[src/hdl/wfq_pkg.sv]
`timescale 1ns / 1ps
// ----------------------------------------------------------------------------
// wfq_pkg: shared types and constants of the weighted fair queue scheduler
// Register indexes, status codes, the queue entry between front and back.
// ----------------------------------------------------------------------------
package wfq_pkg;

  localparam int NumClasses = 4;
  localparam int ClassDepth = 64;
  localparam int VtFracBits = 16;
  localparam int VtBits     = 48;
  localparam int SumMax     = 1023;

  localparam logic [2:0] RegWeight0  = 3'd0;
  localparam logic [2:0] RegWeight3  = 3'd3;
  localparam logic [2:0] RegCapacity = 3'd4;
  localparam logic [2:0] RegLinkRate = 3'd5;

  localparam logic [1:0] StAccepted = 2'd0;
  localparam logic [1:0] StDropped  = 2'd1;
  localparam logic [1:0] StDequeued = 2'd2;
  localparam logic [1:0] StEmpty    = 2'd3;

  localparam logic ReqEnqueue = 1'b0;
  localparam logic ReqDequeue = 1'b1;

  // One request passed from front to back
  typedef struct packed {
    logic        req_type;
    logic [1:0]  class_index;
    logic [16:0] packet_bits;
    logic [15:0] packet_tag;
    logic [31:0] now_ticks;
  } req_t;

  typedef enum logic [3:0] {
    S_IDLE,
    S_ENQ_VT,
    S_ENQ_TAG,
    S_ENQ_DIV,
    S_ENQ_WR,
    S_DEQ_RD,
    S_DEQ_SCAN,
    S_DEQ_DESC,
    S_DEQ_VT,
    S_DEQ_FIN,
    S_OUT
  } state_e;

endpackage

[src/hdl/wfq_front.sv]
`timescale 1ns / 1ps
// ----------------------------------------------------------------------------
// wfq_front: request intake and queue
// Two-entry queue of requests that decouples the input from the sequencer.
// ----------------------------------------------------------------------------
module wfq_front (
  input  logic          clk_i,
  input  logic          rst_ni,
  input  logic          in_valid_i,
  output logic          in_ready_o,
  input  wfq_pkg::req_t in_req_i,
  output logic          q_valid_o,
  input  logic          q_pop_i,
  output wfq_pkg::req_t q_req_o
);
  wfq_pkg::req_t ent_q [2];
  logic [1:0] cnt_q, cnt_d;
  logic       rd_q, rd_d, wr_q, wr_d;
  logic       push;

  assign in_ready_o = cnt_q != 2'd2;
  assign push       = in_valid_i && in_ready_o;
  assign q_valid_o  = cnt_q != 2'd0;
  assign q_req_o    = ent_q[rd_q];

  always_comb begin
    cnt_d = cnt_q;
    rd_d  = rd_q;
    wr_d  = wr_q;
    if (push) wr_d = ~wr_q;
    if (q_pop_i) rd_d = ~rd_q;
    if (push && !q_pop_i) cnt_d = cnt_q + 2'd1;
    else if (!push && q_pop_i) cnt_d = cnt_q - 2'd1;
  end

  always_ff @(posedge clk_i or negedge rst_ni) begin
    if (!rst_ni) begin
      cnt_q <= '0;
      rd_q  <= 1'b0;
      wr_q  <= 1'b0;
    end else begin
      cnt_q <= cnt_d;
      rd_q  <= rd_d;
      wr_q  <= wr_d;
    end
  end

  always_ff @(posedge clk_i) begin
    if (push) ent_q[wr_q] <= in_req_i;
  end
endmodule

[config.mk]
export PLATFORM = sky130hd
export DESIGN_NAME = wfq_front
export DESIGN_NICKNAME = d
export VERILOG_FILES = /design/src/hdl/wfq_pkg.sv /design/src/hdl/wfq_front.sv
export SDC_FILE = /design/constraint.sdc
export NUM_CORES = 1
export LEC_CHECK = 0
export ABC_AREA = 1
export BUFFER_PORTS_ARGS = -buffer_cell sky130_fd_sc_hd__buf_4
export CORE_AREA = 4 4 127 129
export CTS_BUF_LIST = sky130_fd_sc_hd__clkbuf_16
export CTS_CLUSTER_DIAMETER = 30
export DETAILED_ROUTE_END_ITERATION = 16
export DIE_AREA = 0 0 131 133
export GPL_ROUTABILITY_DRIVEN = 1
export SETUP_SLACK_MARGIN = 0.1
export SLEW_MARGIN = 30
export SYNTH_ARGS = -nofsm -noshare
export SYNTH_HDL_FRONTEND = slang
export SYNTH_SLANG_ARGS = --single-unit
[constraint.sdc]
create_clock -name clk_i -period 4.4 [get_ports clk_i]
set_input_delay 0.88 -clock clk_i [delete_from_list [all_inputs] [get_ports clk_i]]
set_output_delay 0.88 -clock clk_i [all_outputs]
set_load 0.02 [all_outputs]
==> results.json, run 1 <==
{
  "synth_commonest_cells": "edfxtp_1, mux2_2, mux2_4",
  "yosysTopAreaCell": "edfxtp_1",
  "setup_viol": 0,
  "dr.pass1.iters": 4,
  "powerDensity_mw_per_mm2": 706.1,
  "ctsHoldBuffers": 0,
  "power.total_mw": 5.017,
  "period_needed_ps": 2899,
  "synth_flop_cell": "edfxtp_1",
  "cp_max_fo": 37,
  "num_rows": 45,
  "hold_path.class": "in -> async",
  "setup_tns_ps": 0,
  "ir_drop_uv": 349.9,
  "synth_cell_type_count": 15,
  "startpoint": "rd_q",
  "die_h_um": 133,
  "avgSynthCellArea_um2": 21.68,
  "dpl.hpwl_um": 6302,
  "num-nets-final": 468,
  "r2r_slack_ps": 2320,
  "cts_buffers": 17,
  "start_util_pct": 34.32,
  "synthAdderAreaFrac_pct": 0.2425,
  "grt.overflow.total": 0,
  "final_antenna_net_count": 0,
  "clock.fmax_mhz": 345.0,
  "met3WireLength_um": 783,
  "cts_resized": 0,
  "drv_cap": 0,
  "initialDrtViolationCount": 87,
  "hold_ws_ps": 259.2,
  "crit-reg2reg-capture": "ent_q[1][66]",
  "root_buffer": "clkbuf_16",
  "maxSlewViolCount": 0,
  "routabilityCongestion": 0.6978,
  "top_layer": "met4",
  "drive_gt1_share_pct": 60.44,
  "crit_path_start_kind": "register",
  "finalInstanceArea_mm2": 0.007106,
  "synth_xor_area_share_pct": 0.5092,
  "fin_crit_sh_pct": 65.88,
  "worst_slew_pin_slew_ps": 613.3,
  "synth_edf_count": 136,
  "dieArea_mm2": 0.01742,
  "fp.dieW_um": 131,
  "wl_met2_um": 4701,
  "p_leak_nw": 2.715,
  "grtUsageTotal_pct": 11.10,
  "yosys.area_share.simple_pct": 0.8729,
  "cts_tree": "yes",
  "placed_cell_area_mm2": 0.006505,
  "io_pins": 142,
  "rsz0062_at_grt": "no",
  "synth_seq_cells": 140,
  "grt_max_degree": 70,
  "crit_required_ps": 3520,
  "post_cts_buffers": 0,
  "status": "finished, final reports clean",
  "syn_nets": 311,
  "synth-compound-area-share_pct": 0,
  "viasPerCell": 4.408,
  "post-synth-top-count-cell": "edfxtp_1",
  "maxSlewHeadroom_pct": 59.01,
  "reg2reg_depth": 6,
  "insertion_delay_ps": 400,
  "path_clk_slew_ps": 60,
  "cts_buffer_depth": 2,
  "synth_top_area_share_pct": 79.15,
  "hold_viol": 0,
  "antenna_cells": 0,
  "critPathCapture": "q_req_o[37]",
  "synth.area.mux_share_pct": 15.57,
  "async_flop_share_pct": 2.857,
  "ys_top_cells_by_area": "edfxtp_1, mux2_2, mux2_4, dfrtp_1, inv_1",
  "skew_ps": 4.721,
  "grt_pass1_vias": 2829,
  "mappedNetlistArea_mm2": 0.005160,
  "seq_area_frac_synth_pct": 81.09,
  "synth_top_family_by_area": "multiplexers",
  "vias": 2623,
  "portBuffers": 141,
  "area_growth_pct": 37.71,
  "timing.rr.start": "cnt_q[0]",
  "crit_path_end_kind": "output pin",
  "crit_type": "reg -> out",
  "htreeDepth": 4,
  "wirelength_um": 9484,
  "m1WireLength_um": 3835,
  "core_mm2": 0.01503,
  "grt_pass1_wl_um": 14380,
  "finish.utilization_pct": 47.27,
  "clock-sinks": 140,
  "synth_cells": 238,
  "yosysWarningCount": 0,
  "routedWlPerCell_um": 15.94,
  "drcViolationCount": 0,
  "crit_arrival_ps": 2020,
  "antenna_found_initial": 0
}
[logic make-up after synthesis]
family	after synthesis
XOR/XNOR	3
adder cells (fa/ha/maj)	1
buffers and inverters	15
flip-flops	140
multiplexers	68
AND/OR/NAND/NOR	11
[routing by layer]
metal  global-route usage, %  up-vias
li1                        -     1239
met1                   12.88     1276
met2                   17.61       94
met3                   5.491       14
met4                   4.171        0
met5                       0        -
[cells in the final DEF, fill, tap and decap left out, types with 5 or more instances in the layout]
cell type,netlist,layout
buf_4,0,141
mux2_4,10,10
mux2_2,58,58
edfxtp_1,136,136
nand2_1,7,7
clkinv_2,0,5
inv_1,7,8
clkbuf_16,0,17
[through the flow]
step | std cells | setup WS, ps
5_1_grt | 595 | 1395
3_3_place_gp | 561 | 1743
2_1_floorplan | 238 | 67.71
3_5_place_dp | 563 | 1780
6_report | 595 | 1501
4_1_cts | 594 | 1328
[state kept, by name (all words and copies together), names as in the netlist]
register  cells
ent_q       136
cnt_q         2
rd_q          1
wr_q          1
[worst min-delay path by stage]
stage | start | slack [ps] | endpoint
after floorplan | cnt_q[1] | 460 | cnt_q[1]
after global placement | cnt_q[1] | 480 | cnt_q[1]
after detailed placement | cnt_q[1] | 490 | cnt_q[1]
after CTS | rst_ni | 240 | wr_q
after global routing | rst_ni | 230 | wr_q
final | rst_ni | 260 | wr_q
[cell type report]
class / count / area [um^2]
inverter: 7 / 26.28
timing repair buffer: 146 / 1174
fill: 1281 / 7928
tap: 188 / 235.2
multi-input combinational: 83 / 902.1
clock inverter: 14 / 155.1
sequential: 140 / 4188
clock buffer: 17 / 425.4
[worst max-delay path, cell delays in order, from the launching register on]
cell and delay, ps:
dfrtp_4 710, buf_12 300, mux2_2 390, buf_4 160
[report_power, final]
part	switching, mW	internal [mW]	leakage, nW
Combinational	0.884	0.806	1.12
Clock	0.502	0.878	0.287
Sequential	0.124	1.82	1.31
(Power assumes the default switching activity.)
==> run 2, diff against run 1 <==
Clock period 4.4 ns to 2.4 ns, I/O delays scaled along.
==> run 2 against run 1 <==
Net effect: flip-flop and latch count is the same; global-route usage grew 0.62 points; clock-buffer cell count is the same; critical path type unchanged; highest routed layer unchanged.
==> results.json, run 2 (synthesis gave the netlist of run 1 again) <==
{
  "status": "finished, final reports clean",
  "core_mm2": 0.01503,
  "p_leak_nw": 2.715,
  "final_cell_mix": "buf_4, edfxtp_1, mux2_2",
  "dpl.hpwl_um": 6531,
  "setup_viol": 0,
  "dieArea_mm2": 0.01742,
  "fin_crit_sh_pct": 90.22,
  "root_buffer": "clkbuf_16",
  "worst_slack_ps": 234.7,
  "maxSlewViolCount": 0,
  "cts_buffers": 17,
  "grt_pass1_wl_um": 15060,
  "routedWlPerCell_um": 16.49,
  "insertion_delay_ps": 410,
  "cts_resized": 0,
  "drv_cap": 0,
  "largest_register_ffs": 136,
  "top_regs": "ent_q x136, cnt_q x2",
  "vias": 2708,
  "fillerInstances": 1306,
  "rsz0062_at_grt": "no",
  "clock.fmax_mhz": 461.8,
  "dr.pass1.iters": 4,
  "seq_area_mm2": 0.004188,
  "final_antenna_net_count": 0,
  "crit_arrival_ps": 1690,
  "area_growth_pct": 37.27,
  "num_rows": 45,
  "htreeDepth": 4,
  "cp_max_fo": 28,
  "finish.utilization_pct": 47.12,
  "period_needed_ps": 2165,
  "crit_type": "reg -> out",
  "antenna_cells": 0,
  "path_clk_slew_ps": 60,
  "grt_max_degree": 47,
  "hold_path.class": "in -> reg",
  "power.total_mw": 9.125,
  "die_h_um": 133,
  "viasPerCell": 4.498,
  "grtUsageTotal_pct": 11.72,
  "crit_path_end_kind": "output pin",
  "final_common_cell": "buf_4",
  "cts_tree": "yes",
  "instances_no_fill": 602,
  "ir_drop_uv": 538.2,
  "skew_ps": 13.46,
  "fp.dieW_um": 131,
  "top_register": "ent_q",
  "crit_path_start_kind": "register",
  "crit_required_ps": 1920,
  "io_pins": 142,
  "place_inst": 566,
  "cts_buffer_depth": 2,
  "portBuffers": 141,
  "dp_slack_ps": 469.1,
  "grt_pass1_vias": 2946,
  "drcViolationCount": 0,
  "num-nets-final": 474,
  "maxSlewHeadroom_pct": 64.44,
  "multiInputGateArea_um2": 902.1,
  "antenna_found_initial": 0,
  "start_util_pct": 34.32,
  "routabilityCongestion": 0.7101,
  "powerDensity_mw_per_mm2": 1288,
  "wirelength_um": 9929,
  "grt.overflow.total": 0,
  "drive_gt1_share_pct": 60.14,
  "initialDrtViolationCount": 143,
  "clock-sinks": 140,
  "hold_viol": 0,
  "worst_slew_pin_slew_ps": 533.4
}
-- run 2: changes by cell type in the layout (fill, tap and decap cells not counted), moves of 2 or more --
cell / change
buf_4: +7
buf_16: -2
clkinv_1: +2
clkinv_2: -2
-- run 2: critical path: stages, from the launching register on --
cell,delay [ps]
dfrtp_4,490
buf_12,220
mux2_2,380
buf_4,160
-- run 2: cell type report --
cell class | count | share of cell area (%)
multi-input cells | 83 | 12.74
clock buffers | 17 | 6.006
well taps | 188 | 3.321
clock inverters | 15 | 1.890
repair buffers | 152 | 16.55
flip-flops and latches | 140 | 59.12
inverters | 7 | 0.3710
-- run 2: where the power goes --
part           internal [mW]  leakage (nW)  switching, mW  total [mW]
Combinational           1.47          1.13           1.72        3.19
Clock                   1.50         0.274          0.931        2.43
Sequential              3.35          1.31          0.150        3.50
Total                   6.32          2.71           2.80        9.13
-- run 2: final timing paths --
path	from	end	slack, ps	depth (start not counted)
min in group asynchronous	rst_ni	cnt_q[1]	390	2
hold reg to reg	cnt_q[1]	cnt_q[1]	500	2
setup / recovery	rd_q	q_req_o[3]	230	3
setup reg to reg	cnt_q[0]	ent_q[1][22]	680	5
max in group asynchronous	rst_ni	rd_q	1890	2
hold / removal	in_req_i[52]	ent_q[1][52]	250	1
-- run 2: layer usage --
metal | track usage, % | up-vias | part of all wire, %
li1 | - | 1258 | -
met1 | 12.99 | 1333 | 40
met2 | 19.47 | 102 | 51
met3 | 4.683 | 15 | 7.9
met4 | 5.486 | 0 | 1.9
met5 | 0 | - | 0
-- run 2: metrics by stage --
| stage | hold WS (ps) | instance area, um^2 | TNS (ps) |
|---|---|---|---|
| detailed placement | 279.1 | 6487 | 0 |
| CTS | 221.7 | 7083 | 0 |
| finish | 247.8 | 7083 | 0 |
| global route | 220.2 | 7083 | 0 |
| floorplan | 184.4 | 5165 | -78730 |
| global placement | 279.8 | 6487 | 0 |
-- run 2: what timing repair did --
item                                   4_1_cts  5_1_grt
hold buffers                                 1        0
setup endpoints to repair                   51        0
endpoints found under the hold margin        4        0
buffers inserted                             3        0
==> run 3, diff against run 2 <==
Settings changed: PLACE_DENSITY from default to 0.68.
==> run 3 against run 2 <==
Net effect: via count hardly changed; highest routed layer unchanged; non-clock buffer count shrank 4; maximum frequency down 1.8%.
==> results.json, run 3 (synthesis gave the netlist of run 1 again) <==
{
  "crit_path_end_kind": "output pin",
  "fillerInstances": 1313,
  "fp.dieW_um": 131,
  "crit_path_start_kind": "register",
  "final_antenna_net_count": 0,
  "crit-reg2reg-capture": "ent_q[0][14]",
  "period_needed_ps": 2204,
  "cp_max_fo": 34,
  "final_cell_mix": "buf_4, edfxtp_1, mux2_2",
  "hp-start": "in_req_i[9]",
  "grt_pass1_vias": 3008,
  "seq_area_mm2": 0.004188,
  "post_cts_buffers": 0,
  "routedWlPerCell_um": 16.18,
  "antenna_found_initial": 0,
  "crit_type": "reg -> out",
  "maxSlewViolCount": 0,
  "grt_max_degree": 36,
  "vias": 2710,
  "p_leak_nw": 2.692,
  "hold_path_end": "ent_q[0][9]",
  "powerDensity_mw_per_mm2": 1285,
  "skew_ps": 6.492,
  "drive_gt1_share_pct": 59.76,
  "status": "finished, final reports clean",
  "grt_pass1_wl_um": 15120,
  "grt.overflow.total": 0,
  "worst_slew_pin_slew_ps": 494.5,
  "setup_tns_ps": 0,
  "clock-sinks": 140,
  "reg2reg_depth": 5,
  "cts_buffer_depth": 2,
  "area_growth_pct": 36.45,
  "place_inst": 565,
  "met3WireLength_um": 817,
  "dr.pass1.iters": 4,
  "instances_no_fill": 598,
  "wirelength_um": 9678,
  "dpl.hpwl_um": 6540,
  "initialDrtViolationCount": 111,
  "portBuffers": 141,
  "largest_register_ffs": 136,
  "top_layer": "met4",
  "cts_tree": "yes",
  "start_util_pct": 34.32,
  "timing.rr.start": "cnt_q[0]",
  "insertion_delay_ps": 410,
  "fin_crit_sh_pct": 91.84,
  "core_mm2": 0.01503,
  "hold_viol": 0,
  "antenna_cells": 0,
  "htreeDepth": 4,
  "rsz0062_at_grt": "no",
  "clock.fmax_mhz": 453.7,
  "grtUsageTotal_pct": 11.52,
  "drcViolationCount": 0,
  "r2r_slack_ps": 690,
  "multiInputGateArea_um2": 902.1,
  "die_h_um": 133,
  "num-nets-final": 470,
  "top_register": "ent_q",
  "hold_depth": 1,
  "viasPerCell": 4.532,
  "io_pins": 142,
  "power.total_mw": 9.048,
  "hold_ws_ps": 256.6,
  "setup_viol": 0,
  "final_common_cell": "buf_4",
  "crit_arrival_ps": 1720,
  "routabilityCongestion": 0.7494,
  "ir_drop_uv": 701.4,
  "wl_met2_um": 4829,
  "maxSlewHeadroom_pct": 67.03,
  "path_clk_slew_ps": 60,
  "num_rows": 45,
  "root_buffer": "clkbuf_16",
  "top_regs": "ent_q x136, cnt_q x2",
  "m1WireLength_um": 3885,
  "hold_path.class": "in -> reg",
  "crit_required_ps": 1920,
  "cts_buffers": 17,
  "dieArea_mm2": 0.01742,
  "drv_cap": 0
}
-- run 3: cell count changes in the layout (fill, tap and decap cells not counted) --
cell | previous run | this run
buf_12 | 2 | 1
buf_4 | 148 | 145
-- run 3: worst max-delay path by stage --
stage	cells past startpoint	endpoint	slack [ps]	from
after floorplan	4	ent_q[0][0]	-580	cnt_q[0]
after global routing	3	q_req_o[7]	110	rd_q
after global placement	3	q_req_o[28]	520	rd_q
after detailed placement	3	q_req_o[28]	500	rd_q
after CTS	3	q_req_o[28]	150	rd_q
final	3	q_req_o[28]	200	rd_q
-- run 3: area by class of cell --
| type | instances | area share [%] |
|---|---|---|
| Clock buffer | 17 | 6.042 |
| Clock inverter | 15 | 1.902 |
| Inverter | 7 | 0.3732 |
| Multi-Input combinational cell | 83 | 12.81 |
| Sequential cell | 140 | 59.48 |
| Tap cell | 188 | 3.341 |
| Timing Repair Buffer | 148 | 16.05 |
-- run 3: metrics by stage --
stage	instance area [um^2]	setup slack [ps]	utilization, %
4_1_cts	7041	154.9	46.83
3_3_place_gp	6467	524.0	43.02
6_report	7041	195.8	46.83
2_1_floorplan	5165	-578.9	-
5_1_grt	7041	113.2	46.83
3_5_place_dp	6467	496.5	43.02
-- run 3: worst max-delay path: stages, from the launching register on --
cell,delay (ps)
dfrtp_4,430
buf_6,300
mux2_2,400
buf_4,160
-- run 3: per-layer routing --
| layer | up-vias | global-route usage (%) |
|---|---|---|
| met2 | 97 | 18.85 |
| met4 | 0 | 4.800 |
| met1 | 1352 | 13.08 |
| li1 | 1248 | - |
| met5 | - | 0 |
| met3 | 13 | 4.966 |
-- run 3: what timing repair did --
| action | in CTS | in global routing |
|---|---|---|
| endpoints found under the setup margin | 33 | 0 |
| resized for setup | 1 | 0 |
| hold buffers | 1 | 0 |
| hold endpoints to repair | 4 | 0 |
-- run 3: report_power, final --
part / switching [mW] / total (mW) / internal (mW) / leakage (nW)
combinational: 1.71 / 3.13 / 1.42 / 1.11
clock: 0.930 / 2.43 / 1.50 / 0.274
sequential: 0.133 / 3.48 / 3.35 / 1.31
